===== src/hdl/robot_tick_motor_sequencer_unit_macros.svh =====
// ----------------------------------------------------------------------------
// Tick motor sequencer: assertion macros
// Concurrent checks, compiled out for synthesis.
// ----------------------------------------------------------------------------
`ifndef ROBOT_TICK_MOTOR_SEQUENCER_UNIT_MACROS_SVH
`define ROBOT_TICK_MOTOR_SEQUENCER_UNIT_MACROS_SVH

`ifndef SYNTHESIS
// Check that is switched off during reset
`define RTSQ_ASSERT(lbl, prop, msg) \
  lbl: assert property (@(posedge clk) disable iff (!rst_n) prop) else $error(msg);
// Check that also holds during reset
`define RTSQ_ASSERT_ALWAYS(lbl, prop, msg) \
  lbl: assert property (@(posedge clk) prop) else $error(msg);
`else
`define RTSQ_ASSERT(lbl, prop, msg)
`define RTSQ_ASSERT_ALWAYS(lbl, prop, msg)
`endif

`endif


===== src/hdl/rtsq_pkg.sv =====
// ----------------------------------------------------------------------------
// Tick motor sequencer package
// Shared types, register map, reset values, drive patterns and decoders.
// ----------------------------------------------------------------------------
package rtsq_pkg;

  // Register map (word index)
  localparam int unsigned CFG_ADDR_W = 5;
  localparam logic [2:0] REG_DUTY      = 3'd0;
  localparam logic [2:0] REG_PERIOD    = 3'd1;
  localparam logic [2:0] REG_LIGHT     = 3'd2;
  localparam logic [2:0] REG_IR_FILT   = 3'd3;
  localparam logic [2:0] REG_IR_HALF   = 3'd4;
  localparam logic [2:0] REG_ESC_HOLD  = 3'd5;

  // Register reset values
  localparam logic [7:0]  DUTY_RST     = 8'd95;
  localparam logic [7:0]  PERIOD_RST   = 8'd100;
  localparam logic [7:0]  LIGHT_RST    = 8'd200;
  localparam logic [7:0]  IR_FILT_RST  = 8'd100;
  localparam logic [3:0]  IR_HALF_RST  = 4'd3;
  localparam logic [12:0] ESC_HOLD_RST = 13'd5000;

  // Motor drive patterns
  localparam logic [7:0] CRUISE_ON  = 8'b0110_1100;
  localparam logic [7:0] CRUISE_OFF = 8'b0100_1000;
  localparam logic [7:0] AVOID_ON   = 8'b0010_1100;
  localparam logic [7:0] AVOID_OFF  = 8'b0010_1000;

  // Bumper ladder thresholds
  localparam logic [7:0] BUMP_TH7 = 8'd137;
  localparam logic [7:0] BUMP_TH5 = 8'd116;
  localparam logic [7:0] BUMP_TH6 = 8'd95;
  localparam logic [7:0] BUMP_TH4 = 8'd74;
  localparam logic [7:0] BUMP_TH3 = 8'd52;
  localparam logic [7:0] BUMP_TH1 = 8'd31;
  localparam logic [7:0] BUMP_TH2 = 8'd10;

  typedef enum logic [2:0] {
    MODE_STOP   = 3'd0,
    MODE_BLIND  = 3'd1,
    MODE_AVOID  = 3'd2,
    MODE_ESCAPE = 3'd3,
    MODE_CRUISE = 3'd4
  } mode_t;

  typedef struct packed {
    logic [12:0] escape_hold_ticks;
    logic [3:0]  ir_half_period_ticks;
    logic [7:0]  ir_filter_limit;
    logic [7:0]  light_limit;
    logic [7:0]  pwm_period_ticks;
    logic [7:0]  duty_ticks;
  } rtsq_cfg_t;

  typedef struct packed {
    logic [1:0] port_pins;
    logic       ir_receiver;
    logic [7:0] bumper_level;
    logic [7:0] light_level;
  } rtsq_in_t;

  typedef struct packed {
    mode_t      active_mode;
    logic       obstacle_flag;
    logic       ir_emitter;
    logic       motor_port_write;
    logic [7:0] motor_port_value;
  } rtsq_out_t;

  // Ladder level to bumper code
  function automatic logic [2:0] bump_decode(input logic [7:0] lvl);
    logic [2:0] code;
    if (lvl > BUMP_TH7)      code = 3'd7;
    else if (lvl > BUMP_TH5) code = 3'd5;
    else if (lvl > BUMP_TH6) code = 3'd6;
    else if (lvl > BUMP_TH4) code = 3'd4;
    else if (lvl > BUMP_TH3) code = 3'd3;
    else if (lvl > BUMP_TH1) code = 3'd1;
    else if (lvl > BUMP_TH2) code = 3'd2;
    else                     code = 3'd0;
    return code;
  endfunction

  // Escape on pattern per bumper code; codes 0 and 5..7 load nothing
  function automatic logic [7:0] esc_on(input logic [2:0] code);
    logic [7:0] p;
    case (code)
      3'd1:    p = 8'hAC;
      3'd2:    p = 8'h74;
      3'd3:    p = 8'hB4;
      3'd4:    p = 8'h6C;
      default: p = 8'h00;
    endcase
    return p;
  endfunction

  function automatic logic [7:0] esc_off(input logic [2:0] code);
    logic [7:0] p;
    case (code)
      3'd1:    p = 8'h88;
      3'd2:    p = 8'h50;
      3'd3:    p = 8'h90;
      3'd4:    p = 8'h48;
      default: p = 8'h00;
    endcase
    return p;
  endfunction

  function automatic logic esc_loads(input logic [2:0] code);
    return (code >= 3'd1) && (code <= 3'd4);
  endfunction

endpackage


===== src/hdl/rtsq_cfg.sv =====
// ----------------------------------------------------------------------------
// Tick motor sequencer: configuration registers
// APB-style register file, always ready, six registers at word addresses.
// ----------------------------------------------------------------------------
module rtsq_cfg (
  input  logic                           clk,
  input  logic                           rst_n,
  input  logic                           cfg_psel,
  input  logic                           cfg_penable,
  input  logic                           cfg_pwrite,
  input  logic [rtsq_pkg::CFG_ADDR_W-1:0] cfg_paddr,
  input  logic [31:0]                    cfg_pwdata,
  output logic [31:0]                    cfg_prdata,
  output logic                           cfg_pready,
  output rtsq_pkg::rtsq_cfg_t            cfg
);
  import rtsq_pkg::*;

  rtsq_cfg_t  cfg_r;
  logic [2:0] idx;
  logic       wr_en;

  assign idx        = cfg_paddr[CFG_ADDR_W-1:2];
  assign cfg_pready = 1'b1;
  assign wr_en      = cfg_psel && cfg_penable && cfg_pwrite && cfg_pready;
  assign cfg        = cfg_r;

  // Register writes; out-of-range indexes are dropped
  always_ff @(posedge clk) begin
    if (!rst_n) begin
      cfg_r.duty_ticks           <= DUTY_RST;
      cfg_r.pwm_period_ticks     <= PERIOD_RST;
      cfg_r.light_limit          <= LIGHT_RST;
      cfg_r.ir_filter_limit      <= IR_FILT_RST;
      cfg_r.ir_half_period_ticks <= IR_HALF_RST;
      cfg_r.escape_hold_ticks    <= ESC_HOLD_RST;
    end else if (wr_en) begin
      case (idx)
        REG_DUTY:     cfg_r.duty_ticks           <= cfg_pwdata[7:0];
        REG_PERIOD:   cfg_r.pwm_period_ticks     <= cfg_pwdata[7:0];
        REG_LIGHT:    cfg_r.light_limit          <= cfg_pwdata[7:0];
        REG_IR_FILT:  cfg_r.ir_filter_limit      <= cfg_pwdata[7:0];
        REG_IR_HALF:  cfg_r.ir_half_period_ticks <= cfg_pwdata[3:0];
        REG_ESC_HOLD: cfg_r.escape_hold_ticks    <= cfg_pwdata[12:0];
        default: ;
      endcase
    end
  end

  // Read mux
  always_comb begin
    case (idx)
      REG_DUTY:     cfg_prdata = {24'd0, cfg_r.duty_ticks};
      REG_PERIOD:   cfg_prdata = {24'd0, cfg_r.pwm_period_ticks};
      REG_LIGHT:    cfg_prdata = {24'd0, cfg_r.light_limit};
      REG_IR_FILT:  cfg_prdata = {24'd0, cfg_r.ir_filter_limit};
      REG_IR_HALF:  cfg_prdata = {28'd0, cfg_r.ir_half_period_ticks};
      REG_ESC_HOLD: cfg_prdata = {19'd0, cfg_r.escape_hold_ticks};
      default:      cfg_prdata = 32'd0;
    endcase
  end

endmodule


===== src/hdl/rtsq_core.sv =====
// ----------------------------------------------------------------------------
// Tick motor sequencer: tick engine
// Holds the sequencer state and computes each tick combinationally:
// PWM off edge, IR emitter and echo filter, behaviours, period arbitration.
// ----------------------------------------------------------------------------
`include "robot_tick_motor_sequencer_unit_macros.svh"

module rtsq_core (
  input  logic                clk,
  input  logic                rst_n,
  input  logic                step,
  input  rtsq_pkg::rtsq_in_t  tick,
  input  rtsq_pkg::rtsq_cfg_t cfg,
  output rtsq_pkg::rtsq_out_t res
);
  import rtsq_pkg::*;

  // State registers
  logic [7:0]  period_count_r, period_count_nxt;
  logic [7:0]  pwm_count_r, pwm_count_nxt;
  logic        pwm_running_r, pwm_running_nxt;
  logic [7:0]  on_pattern_r, on_pattern_nxt;
  logic [7:0]  off_pattern_r, off_pattern_nxt;
  logic [3:0]  ir_tick_count_r, ir_tick_count_nxt;
  logic        ir_phase_r, ir_phase_nxt;
  logic        echo_lit_r, echo_lit_nxt;
  logic        echo_dark_r, echo_dark_nxt;
  logic [7:0]  echo_filter_count_r, echo_filter_count_nxt;
  logic        obstacle_seen_r, obstacle_seen_nxt;
  logic [12:0] escape_timer_r, escape_timer_nxt;
  logic        escape_active_r, escape_active_nxt;
  logic [2:0]  escape_code_r, escape_code_nxt;
  logic        cruise_armed_r, cruise_armed_nxt;

  logic        period_hit;

  // One tick of work
  always_comb begin
    logic [7:0] port_val;
    logic       port_wr;
    logic       blind_now;
    logic       avoid_now;
    logic [2:0] code;
    logic [7:0] on_x;
    mode_t      mode;

    period_count_nxt      = period_count_r;
    pwm_count_nxt         = pwm_count_r;
    pwm_running_nxt       = pwm_running_r;
    on_pattern_nxt        = on_pattern_r;
    off_pattern_nxt       = off_pattern_r;
    ir_tick_count_nxt     = ir_tick_count_r;
    ir_phase_nxt          = ir_phase_r;
    echo_lit_nxt          = echo_lit_r;
    echo_dark_nxt         = echo_dark_r;
    echo_filter_count_nxt = echo_filter_count_r;
    obstacle_seen_nxt     = obstacle_seen_r;
    escape_timer_nxt      = escape_timer_r;
    escape_active_nxt     = escape_active_r;
    escape_code_nxt       = escape_code_r;
    cruise_armed_nxt      = cruise_armed_r;
    port_val              = 8'd0;
    port_wr               = 1'b0;
    blind_now             = 1'b0;
    avoid_now             = 1'b0;
    code                  = bump_decode(tick.bumper_level);
    on_x                  = on_pattern_r ^ {6'd0, tick.port_pins};
    period_hit            = 1'b0;

    // PWM off edge
    if (pwm_running_r) begin
      pwm_count_nxt = pwm_count_r + 8'd1;
      if (pwm_count_nxt == cfg.duty_ticks) begin
        off_pattern_nxt = off_pattern_r ^ {6'd0, tick.port_pins};
        port_val        = off_pattern_nxt;
        port_wr         = 1'b1;
        pwm_count_nxt   = 8'd0;
        pwm_running_nxt = 1'b0;
      end
    end

    // IR emitter toggle and echo filter
    ir_tick_count_nxt = ir_tick_count_r + 4'd1;
    if (ir_tick_count_nxt >= cfg.ir_half_period_ticks) begin
      ir_tick_count_nxt = 4'd0;
      if (!ir_phase_r) begin
        echo_lit_nxt = tick.ir_receiver;
        ir_phase_nxt = 1'b1;
      end else begin
        echo_dark_nxt = tick.ir_receiver;
        ir_phase_nxt  = 1'b0;
      end
      if (echo_lit_nxt && !echo_dark_nxt) begin
        echo_filter_count_nxt = echo_filter_count_r + 8'd1;
        if (echo_filter_count_nxt > cfg.ir_filter_limit) begin
          obstacle_seen_nxt     = 1'b1;
          echo_filter_count_nxt = 8'd0;
        end
      end else begin
        obstacle_seen_nxt     = 1'b0;
        echo_filter_count_nxt = 8'd0;
      end
    end

    // Behaviours; escape hold freezes evaluation
    if (escape_active_r && (escape_timer_r != 13'd0)) begin
      escape_timer_nxt = escape_timer_r - 13'd1;
    end else begin
      blind_now = tick.light_level > cfg.light_limit;
      if (!blind_now) begin
        avoid_now = obstacle_seen_nxt;
        if (!avoid_now) begin
          if (code != 3'd0) begin
            escape_active_nxt = 1'b1;
            escape_code_nxt   = code;
            escape_timer_nxt  = (cfg.escape_hold_ticks != 13'd0) ?
                                cfg.escape_hold_ticks - 13'd1 : 13'd0;
          end else begin
            escape_active_nxt = 1'b0;
          end
        end
      end
      if (!escape_active_nxt && !avoid_now && !blind_now) begin
        cruise_armed_nxt = 1'b1;
      end
    end

    // Priority
    if (blind_now)              mode = MODE_BLIND;
    else if (avoid_now)         mode = MODE_AVOID;
    else if (escape_active_nxt) mode = MODE_ESCAPE;
    else if (cruise_armed_nxt)  mode = MODE_CRUISE;
    else                        mode = MODE_STOP;

    // Period start: write on pattern, then load the next patterns
    period_count_nxt = period_count_r + 8'd1;
    if (period_count_nxt >= cfg.pwm_period_ticks) begin
      period_hit       = 1'b1;
      period_count_nxt = 8'd0;
      port_val         = on_x;
      port_wr          = 1'b1;
      pwm_running_nxt  = 1'b1;
      on_pattern_nxt   = on_x;
      case (mode)
        MODE_AVOID: begin
          on_pattern_nxt  = AVOID_ON;
          off_pattern_nxt = AVOID_OFF;
        end
        MODE_ESCAPE: begin
          if (esc_loads(escape_code_nxt)) begin
            on_pattern_nxt  = esc_on(escape_code_nxt);
            off_pattern_nxt = esc_off(escape_code_nxt);
          end
        end
        MODE_CRUISE: begin
          on_pattern_nxt  = CRUISE_ON;
          off_pattern_nxt = CRUISE_OFF;
        end
        default: begin
          on_pattern_nxt  = 8'd0;
          off_pattern_nxt = 8'd0;
        end
      endcase
    end

    res.motor_port_value = port_val;
    res.motor_port_write = port_wr;
    res.ir_emitter       = ir_phase_nxt;
    res.obstacle_flag    = obstacle_seen_nxt;
    res.active_mode      = mode;
  end

  // State update on each accepted tick
  always_ff @(posedge clk) begin
    if (!rst_n) begin
      period_count_r      <= 8'd0;
      pwm_count_r         <= 8'd0;
      pwm_running_r       <= 1'b1;
      on_pattern_r        <= 8'd0;
      off_pattern_r       <= 8'd0;
      ir_tick_count_r     <= 4'd0;
      ir_phase_r          <= 1'b1;
      echo_lit_r          <= 1'b0;
      echo_dark_r         <= 1'b0;
      echo_filter_count_r <= 8'd0;
      obstacle_seen_r     <= 1'b0;
      escape_timer_r      <= 13'd0;
      escape_active_r     <= 1'b0;
      escape_code_r       <= 3'd0;
      cruise_armed_r      <= 1'b0;
    end else if (step) begin
      period_count_r      <= period_count_nxt;
      pwm_count_r         <= pwm_count_nxt;
      pwm_running_r       <= pwm_running_nxt;
      on_pattern_r        <= on_pattern_nxt;
      off_pattern_r       <= off_pattern_nxt;
      ir_tick_count_r     <= ir_tick_count_nxt;
      ir_phase_r          <= ir_phase_nxt;
      echo_lit_r          <= echo_lit_nxt;
      echo_dark_r         <= echo_dark_nxt;
      echo_filter_count_r <= echo_filter_count_nxt;
      obstacle_seen_r     <= obstacle_seen_nxt;
      escape_timer_r      <= escape_timer_nxt;
      escape_active_r     <= escape_active_nxt;
      escape_code_r       <= escape_code_nxt;
      cruise_armed_r      <= cruise_armed_nxt;
    end
  end

  // A running hold timer always belongs to an active escape
  `RTSQ_ASSERT_ALWAYS(a_timer_needs_escape, (escape_timer_r != 13'd0) |-> escape_active_r, "escape timer running without escape")
  // Period start re-arms the PWM
  `RTSQ_ASSERT(a_period_rearms, (step && period_hit) |=> pwm_running_r, "period start did not rearm PWM")
  // Obstacle flag comes up with a cleared filter count
  `RTSQ_ASSERT(a_obstacle_clears, $rose(obstacle_seen_r) |-> (echo_filter_count_r == 8'd0), "filter count not cleared on obstacle")
  // No tick, no state change
  `RTSQ_ASSERT(a_hold_without_step, !step |=> ($stable(period_count_r) && $stable(cruise_armed_r)), "state moved without a tick")

endmodule


===== src/hdl/robot_tick_motor_sequencer_unit.sv =====
// ----------------------------------------------------------------------------
// Robot tick motor sequencer
// Usage:
//   in_*  : one transfer per 200 us tick (light, bumper, IR receiver, pins).
//   out_* : one result transfer per tick (motor port byte and write strobe,
//           IR emitter level, obstacle flag, active behaviour).
//   cfg_* : APB-style register port, pready always high; write only while
//           no tick is in flight.
// Path: each tick passes the input register, then the result register,
//   before its result is presented; a low out_tready can hold it in
//   either register.
// Throughput: one tick per cycle while out_tready stays high; the tick
//   engine updates all state on each accepted tick, and the input register
//   lets the next tick enter while a result is still waiting.
// Reset: synchronous, active low; clears both stage valids, the sequencer
//   state and loads the register defaults.
// Stall: when out_tready is low the result register holds, the input
//   register fills, then in_tready drops until the result is taken.
// ----------------------------------------------------------------------------
module robot_tick_motor_sequencer_unit (
  input  logic        clk,
  input  logic        rst_n,
  // Tick input
  input  logic        in_tvalid,
  output logic        in_tready,
  input  logic [23:0] in_tdata,   // light_level[7:0], bumper_level[15:8],
                                  // ir_receiver[16], port_pins[18:17], zero
  // Result output
  output logic        out_tvalid,
  input  logic        out_tready,
  output logic [15:0] out_tdata,  // motor_port_value[7:0], motor_port_write[8],
                                  // ir_emitter[9], obstacle_flag[10],
                                  // active_mode[13:11], zero
  // Configuration
  input  logic        cfg_psel,
  input  logic        cfg_penable,
  input  logic        cfg_pwrite,
  input  logic [4:0]  cfg_paddr,
  input  logic [31:0] cfg_pwdata,
  output logic [31:0] cfg_prdata,
  output logic        cfg_pready
);
  import rtsq_pkg::*;

  rtsq_cfg_t cfg;
  rtsq_in_t  in_r;
  logic      in_vld_r;
  rtsq_out_t res;
  rtsq_out_t out_r;
  logic      out_vld_r;
  logic      advance;

  // Tick moves into the result stage when that stage is free or draining
  assign advance   = in_vld_r && (!out_vld_r || out_tready);
  assign in_tready = !in_vld_r || advance;

  // Input register
  always_ff @(posedge clk) begin
    if (!rst_n) begin
      in_vld_r <= 1'b0;
    end else if (in_tready) begin
      in_vld_r <= in_tvalid;
    end
  end

  always_ff @(posedge clk) begin
    if (in_tvalid && in_tready) begin
      in_r <= in_tdata[18:0];
    end
  end

  // Result register
  always_ff @(posedge clk) begin
    if (!rst_n) begin
      out_vld_r <= 1'b0;
    end else if (advance) begin
      out_vld_r <= 1'b1;
    end else if (out_tready) begin
      out_vld_r <= 1'b0;
    end
  end

  always_ff @(posedge clk) begin
    if (advance) begin
      out_r <= res;
    end
  end

  assign out_tvalid = out_vld_r;
  assign out_tdata  = {2'd0, out_r};

  rtsq_cfg u_cfg (
    .clk         (clk),
    .rst_n       (rst_n),
    .cfg_psel    (cfg_psel),
    .cfg_penable (cfg_penable),
    .cfg_pwrite  (cfg_pwrite),
    .cfg_paddr   (cfg_paddr),
    .cfg_pwdata  (cfg_pwdata),
    .cfg_prdata  (cfg_prdata),
    .cfg_pready  (cfg_pready),
    .cfg         (cfg)
  );

  rtsq_core u_core (
    .clk   (clk),
    .rst_n (rst_n),
    .step  (advance),
    .tick  (in_r),
    .cfg   (cfg),
    .res   (res)
  );

endmodule


===== config.mk =====
export PLATFORM = sky130hd
export DESIGN_NAME = robot_tick_motor_sequencer_unit
export DESIGN_NICKNAME = d
export VERILOG_FILES = /design/src/hdl/rtsq_pkg.sv /design/src/hdl/rtsq_cfg.sv /design/src/hdl/rtsq_core.sv /design/src/hdl/robot_tick_motor_sequencer_unit.sv
export VERILOG_INCLUDE_DIRS = /design/src /design/src/hdl
export SDC_FILE = /design/constraint.sdc
export NUM_CORES = 1
export LEC_CHECK = 0
export ABC_AREA = 0
export ABC_CLOCK_PERIOD_IN_PS = 8200
export BUFFER_PORTS_ARGS = -buffer_cell sky130_fd_sc_hd__buf_4
export CORE_ASPECT_RATIO = 1.25
export CORE_UTILIZATION = 45
export DETAILED_ROUTE_END_ITERATION = 10
export PLACE_DENSITY = 0.65
export SLEW_MARGIN = 15
export SYNTH_ARGS = -nofsm -noshare
export SYNTH_HDL_FRONTEND = slang
export SYNTH_SLANG_ARGS = --single-unit

===== constraint.sdc =====
create_clock -name clk -period 8.2 [get_ports clk]
set_clock_uncertainty 0.1 [all_clocks]
set_input_delay 0 -clock clk [delete_from_list [all_inputs] [get_ports clk]]
set_output_delay 0 -clock clk [all_outputs]
set_load 0.02 [all_outputs]

Yosys cells after proc, flatten, opt, wreduce, memory -nomap -nowiden
Cells that the tools add are included.

word-level totals
  bits in registers = 151
  bits of input ports = 68
  output and inout bits = 51
  logic and storage cells = 166

operators by class
  bitwise operators = 2
  reductions and logical operators = 33
  muxes and demuxes = 65
  eq/ne operators = 15
  add/subtract/negate cells = 6
  order comparisons = 13

operators by type and width
  cell                                                                             number
  8-bit two-way mux                                                                12
  13-bit case mux with 6 select lines                                              1
  13-bit two-way mux                                                               5
  8-bit case mux with 4 select lines                                               2
  8-bit case mux with 3 select lines                                               2
  3-bit two-way mux                                                                14
  1-bit two-way mux                                                                27
  13-bit nonzero test                                                              2
  13-bit by 1-bit subtractor with 13-bit output, second input constant             2
  8-bit by 1-bit adder with 8-bit output, second input constant                    3
  8-bit by 7-bit greater-than comparator with 1-bit output, second input constant  3
  3-bit by 2-bit == test with 1-bit output, second input constant                  6
  2-bit AND reduction                                                              9
  8-bit greater-than comparator                                                    2
  8-bit by 2-bit XOR with 8-bit output                                             2
  3-bit == test, second input constant                                             4
  1-bit logical AND                                                                9
  8-bit == test                                                                    1
  8-bit >= comparator                                                              1
  8-bit by 4-bit greater-than comparator with 1-bit output, second input constant  1
  8-bit by 5-bit greater-than comparator with 1-bit output, second input constant  1
  8-bit by 6-bit greater-than comparator with 1-bit output, second input constant  1
  8-bit greater-than comparator, second input constant                             1
  3-bit by 1-bit == test with 1-bit output, second input constant                  2
  other kinds (14)                                                                 21

Logic depth before layout (Yosys ltp)
  depth in word-level cells = 25
  mapped depth = 15
  depth with buffers taken out = 14

By module
From an unflattened synthesis, not the netlist that was laid out.

unflattened totals
  cells, all modules = 902
  area total of the unflattened synthesis = 8234.1 um^2

by module, submodules not included
  module                           sequential area each (um^2)  area each (um^2)  times used  cells an instance
  rtsq_core                        1281.2                       4611.9            1           582
  rtsq_cfg                         980.9                        2508.7            1           275
  robot_tick_motor_sequencer_unit  1031.0                       1113.6            1           45

Least setup slack after synthesis
OpenSTA, ideal clock, no wires.

  path kind = register -> register
  start point = reg u_core.echo_filter_count_r[0]
  end point = reg u_core.off_pattern_r[3]
  required time = 7.983 ns
  arrival time = 3.121 ns
  setup time = 0.117 ns
  stages on the path, launching flop included = 16
  clock period less this slack = 3.339 ns
  slack = 4.861 ns
  path buffers = 1
  cell sequence = dfxtp_1 ha_1 nand3_1 xnor2_1 ha_1 nand4_1 nor2_1 a211o_1 and3b_1 nor2_1 o21ai_0 and3_1 mux2_4 nand2b_4 buf_6 a32o_1

RTL lines
  element                 line              source
  start, declared         rtsq_core.sv:28   logic [7:0] echo_filter_count_r, echo_filter_count_nxt;
  start signal, assigned  rtsq_core.sv:201  echo_filter_count_r <= echo_filter_count_nxt;
  end signal, assigned    rtsq_core.sv:196  off_pattern_r <= off_pattern_nxt;
  end, declared           rtsq_core.sv:23   logic [7:0] off_pattern_r, off_pattern_nxt;

==> metrics <==
Crit. End Element register; crit-path cells ha_1 -> nand3_1 -> xnor2_1 -> ha_1 -> nand4_1 -> o21ai_0 -> and3b_1 -> nor2_1 -> o21ai_0 -> and2_1 -> o21ai_0 -> a22oi_1 -> nor2b_1; fmax 252 MHz; Residual DRC 0; number of flops mapped to enable cells by yosys 33; outcome complete, no violations; IO Count 119; Leak 3.92 nW; Setup crit start kind register; setup_tns 0 ns; die height 151 µm; CTS root buf clkbuf_16; # resized after CTS 0; number of global-route vias before repair 6350; RSZ-0062 raised after global routing no; clock-pin transition on the worst setup and hold timing paths 0.06 ns; port buffer count 70; CTS tree built; crit path max fanout 21; CP arrival 4.18 ns; routed vias/inst 5.43; Worst Path Buf+Inv 0; pre-CTS setup slack 4.24 ns; later-pin clock latency in the skew report 0.43 ns; Max-Cap Viols 0; Slew HR 36.9%; Worst IR Drop VDD 142 µV; CP max-delay cell and2_1; most common cell after layout, fill and taps aside nand2_1; final setup fails 0; postcts setup bufs 0; DRT antenna net count 0; Distinct cells, synth 72; WL/cell 15.7 µm; TritonCTS Buffers 17; CP most frequent cell o21ai_0; Synth Cell Area 0.00802 mm²; Yosys warning count 0; global-route wire length before repair 32000 µm; Post-Route WL 19500 µm; Hold Buf Count CTS 36; number of antenna violations at the first check in global routing 0; fill count 1612; initial DRC count 375; Die Area 0.0184 mm²; Clock Sinks 148; worst hold path type in -> reg; HPWL after DPL 13500 µm; slew at the pin closest to its max-slew limit 0.941 ns; flops & latches, synth 148; Initial Util 46.0%; GRT overflow 0; most frequent cells in the layout 145 x nand2_1, 115 x dfxtp_1, 77 x buf_4; cell row count 54; GP Congestion 0.840; Hold WS 0.0499 ns; Synth Instances 913; CP max stage delay 0.68 ns; H-tree Lvls 4; max-slew violation count 0; data required time at the worst endpoint 8.42 ns; total number of vias 6742; Hold Fails Final Rpt 0; Synth async-reset ratio 0%; pin count of the biggest net entering global routing 97; Pwr Density 189 mW/mm²; syn_area_per_cell 8.79 µm²; total power 1.82 mW; n_diodes 0; CTS Buffer Depth 2; Setup WS post-layout 4.24 ns; drt first pass iters 5; fin crit period 3.96 ns; Total GRT Usage 22.6%; period utilisation layout 48.3%; family with the most delay on the worst path simple AND/OR/NAND/NOR gates; sequential element share of the synthesized area 41.1%; P&R area growth vs syn 20.1%; core box area 0.0174 mm²; ys flop type dfxtp_1; Die W 121 µm; crit path kind reg -> reg; Final nets 1107; layout cells sized above 1 12.7%
[metrics by stage]
step	cell area, µm²	util [%]	instances
final	9630	55.3	1242
after global routing	9630	55.3	1242
after CTS	9630	55.2	1242
after detailed placement	8650	49.6	1174
after global placement	8650	49.6	1174
after floorplan	8100	-	933
[where the power goes]
part	internal (mW)	switching [mW]	leakage, nW
Combinational	0.0910	0.123	2.38
Sequential	0.766	0.0174	1.25
Clock	0.510	0.310	0.297
Total	1.37	0.450	3.92
[registers in the layout (all words and copies together) (netlist names), 7 cells and up]
signal,count
in_r,19
out_tdata,14
u_cfg.cfg,49
u_core.echo_filter_count_r,8
u_core.escape_timer_r,13
u_core.off_pattern_r,7
u_core.on_pattern_r,7
u_core.period_count_r,8
u_core.pwm_count_r,8
[final cells by class]
type | count | area, µm² | area share (%)
multi-input cells | 688 | 4370 | 45.4
flip-flops and latches | 148 | 3290 | 34.2
repair buffers | 113 | 938 | 9.74
clock buffers | 20 | 437 | 4.53
well taps | 224 | 280 | 2.91
clock inverters | 12 | 178 | 1.84
inverters | 37 | 139 | 1.44
[Yosys cell counts, types with 5 or more instances]
library cell / count / area [µm²]
nor4_1: 8 / 50.1
ha_1: 34 / 425
inv_1: 36 / 135
nand2_1: 145 / 544
and2_1: 15 / 93.8
clkbuf_1: 31 / 116
a21oi_1: 30 / 150
nand2b_1: 11 / 68.8
xnor2_1: 29 / 254
buf_4: 22 / 165
nand4_1: 8 / 50.1
nor3_1: 11 / 55.1
a21boi_0: 26 / 195
and3_1: 18 / 113
o211a_1: 6 / 60.1
dfxtp_1: 115 / 2300
or3_1: 5 / 31.3
a21o_1: 6 / 45.0
buf_1: 5 / 18.8
nor2_1: 34 / 128
nor3b_1: 6 / 45.0
o22ai_1: 10 / 62.6
a22o_1: 6 / 52.6
nor2b_1: 38 / 238
mux2i_1: 24 / 240
nand3_1: 38 / 190
o221ai_1: 5 / 43.8
o21ai_0: 50 / 250
edfxtp_1: 33 / 991
a22oi_1: 15 / 113
xor2_1: 15 / 131
a31oi_1: 5 / 31.3
o211ai_1: 10 / 75.1
[kinds of logic (layout without fill, tap and decap cells)]
group | count (synthesis) | count (layout) | share of synthesized area, %
compound gates | 200 | 200 | 16.7
xor+xnor | 44 | 44 | 4.80
fa+ha+maj | 34 | 34 | 5.30
buf+inv | 97 | 182 | 5.68
other cells | 2 | 22 | 0.0936
simple gates | 361 | 361 | 22.8
mux | 27 | 27 | 3.60
flops | 148 | 148 | 41.1
[layer usage]
layer | GRT usage [%] | wire length [µm] | part of all wire [%]
met5 | 0 | 0 | 0
met4 | 9.57 | 550 | 2.8
met3 | 3.84 | 614 | 3.1
met2 | 39.5 | 9860 | 51
met1 | 27.3 | 8490 | 43
[path summary, 6_finish.rpt]
| path | startpoint | to | slack [ns] | cells after the start |
|---|---|---|---|---|
| worst min register to register | u_core.on_pattern_r[5] | u_core.on_pattern_r[5] | 0.36 | 2 |
| worst min-delay path | cfg_paddr[3] | u_cfg.cfg[5] | 0.05 | 4 |
| worst max-delay path | u_core.echo_filter_count_r[0] | u_core.escape_timer_r[9] | 4.24 | 13 |
| worst max register to register | u_core.echo_filter_count_r[0] | u_core.escape_timer_r[9] | 4.24 | 13 |
[worst reg2reg max path, stage by stage (launching register included)]
cell and delay, ns:
dfxtp_1 0.41, ha_1 0.24, nand3_1 0.11, xnor2_1 0.16, ha_1 0.30, nand4_1 0.15
o21ai_0 0.25, and3b_1 0.23, nor2_1 0.14, o21ai_0 0.59, and2_1 0.68, o21ai_0 0.21
a22oi_1 0.22, nor2b_1 0.07
No activity file was read; power rests on OpenSTA's default activity.
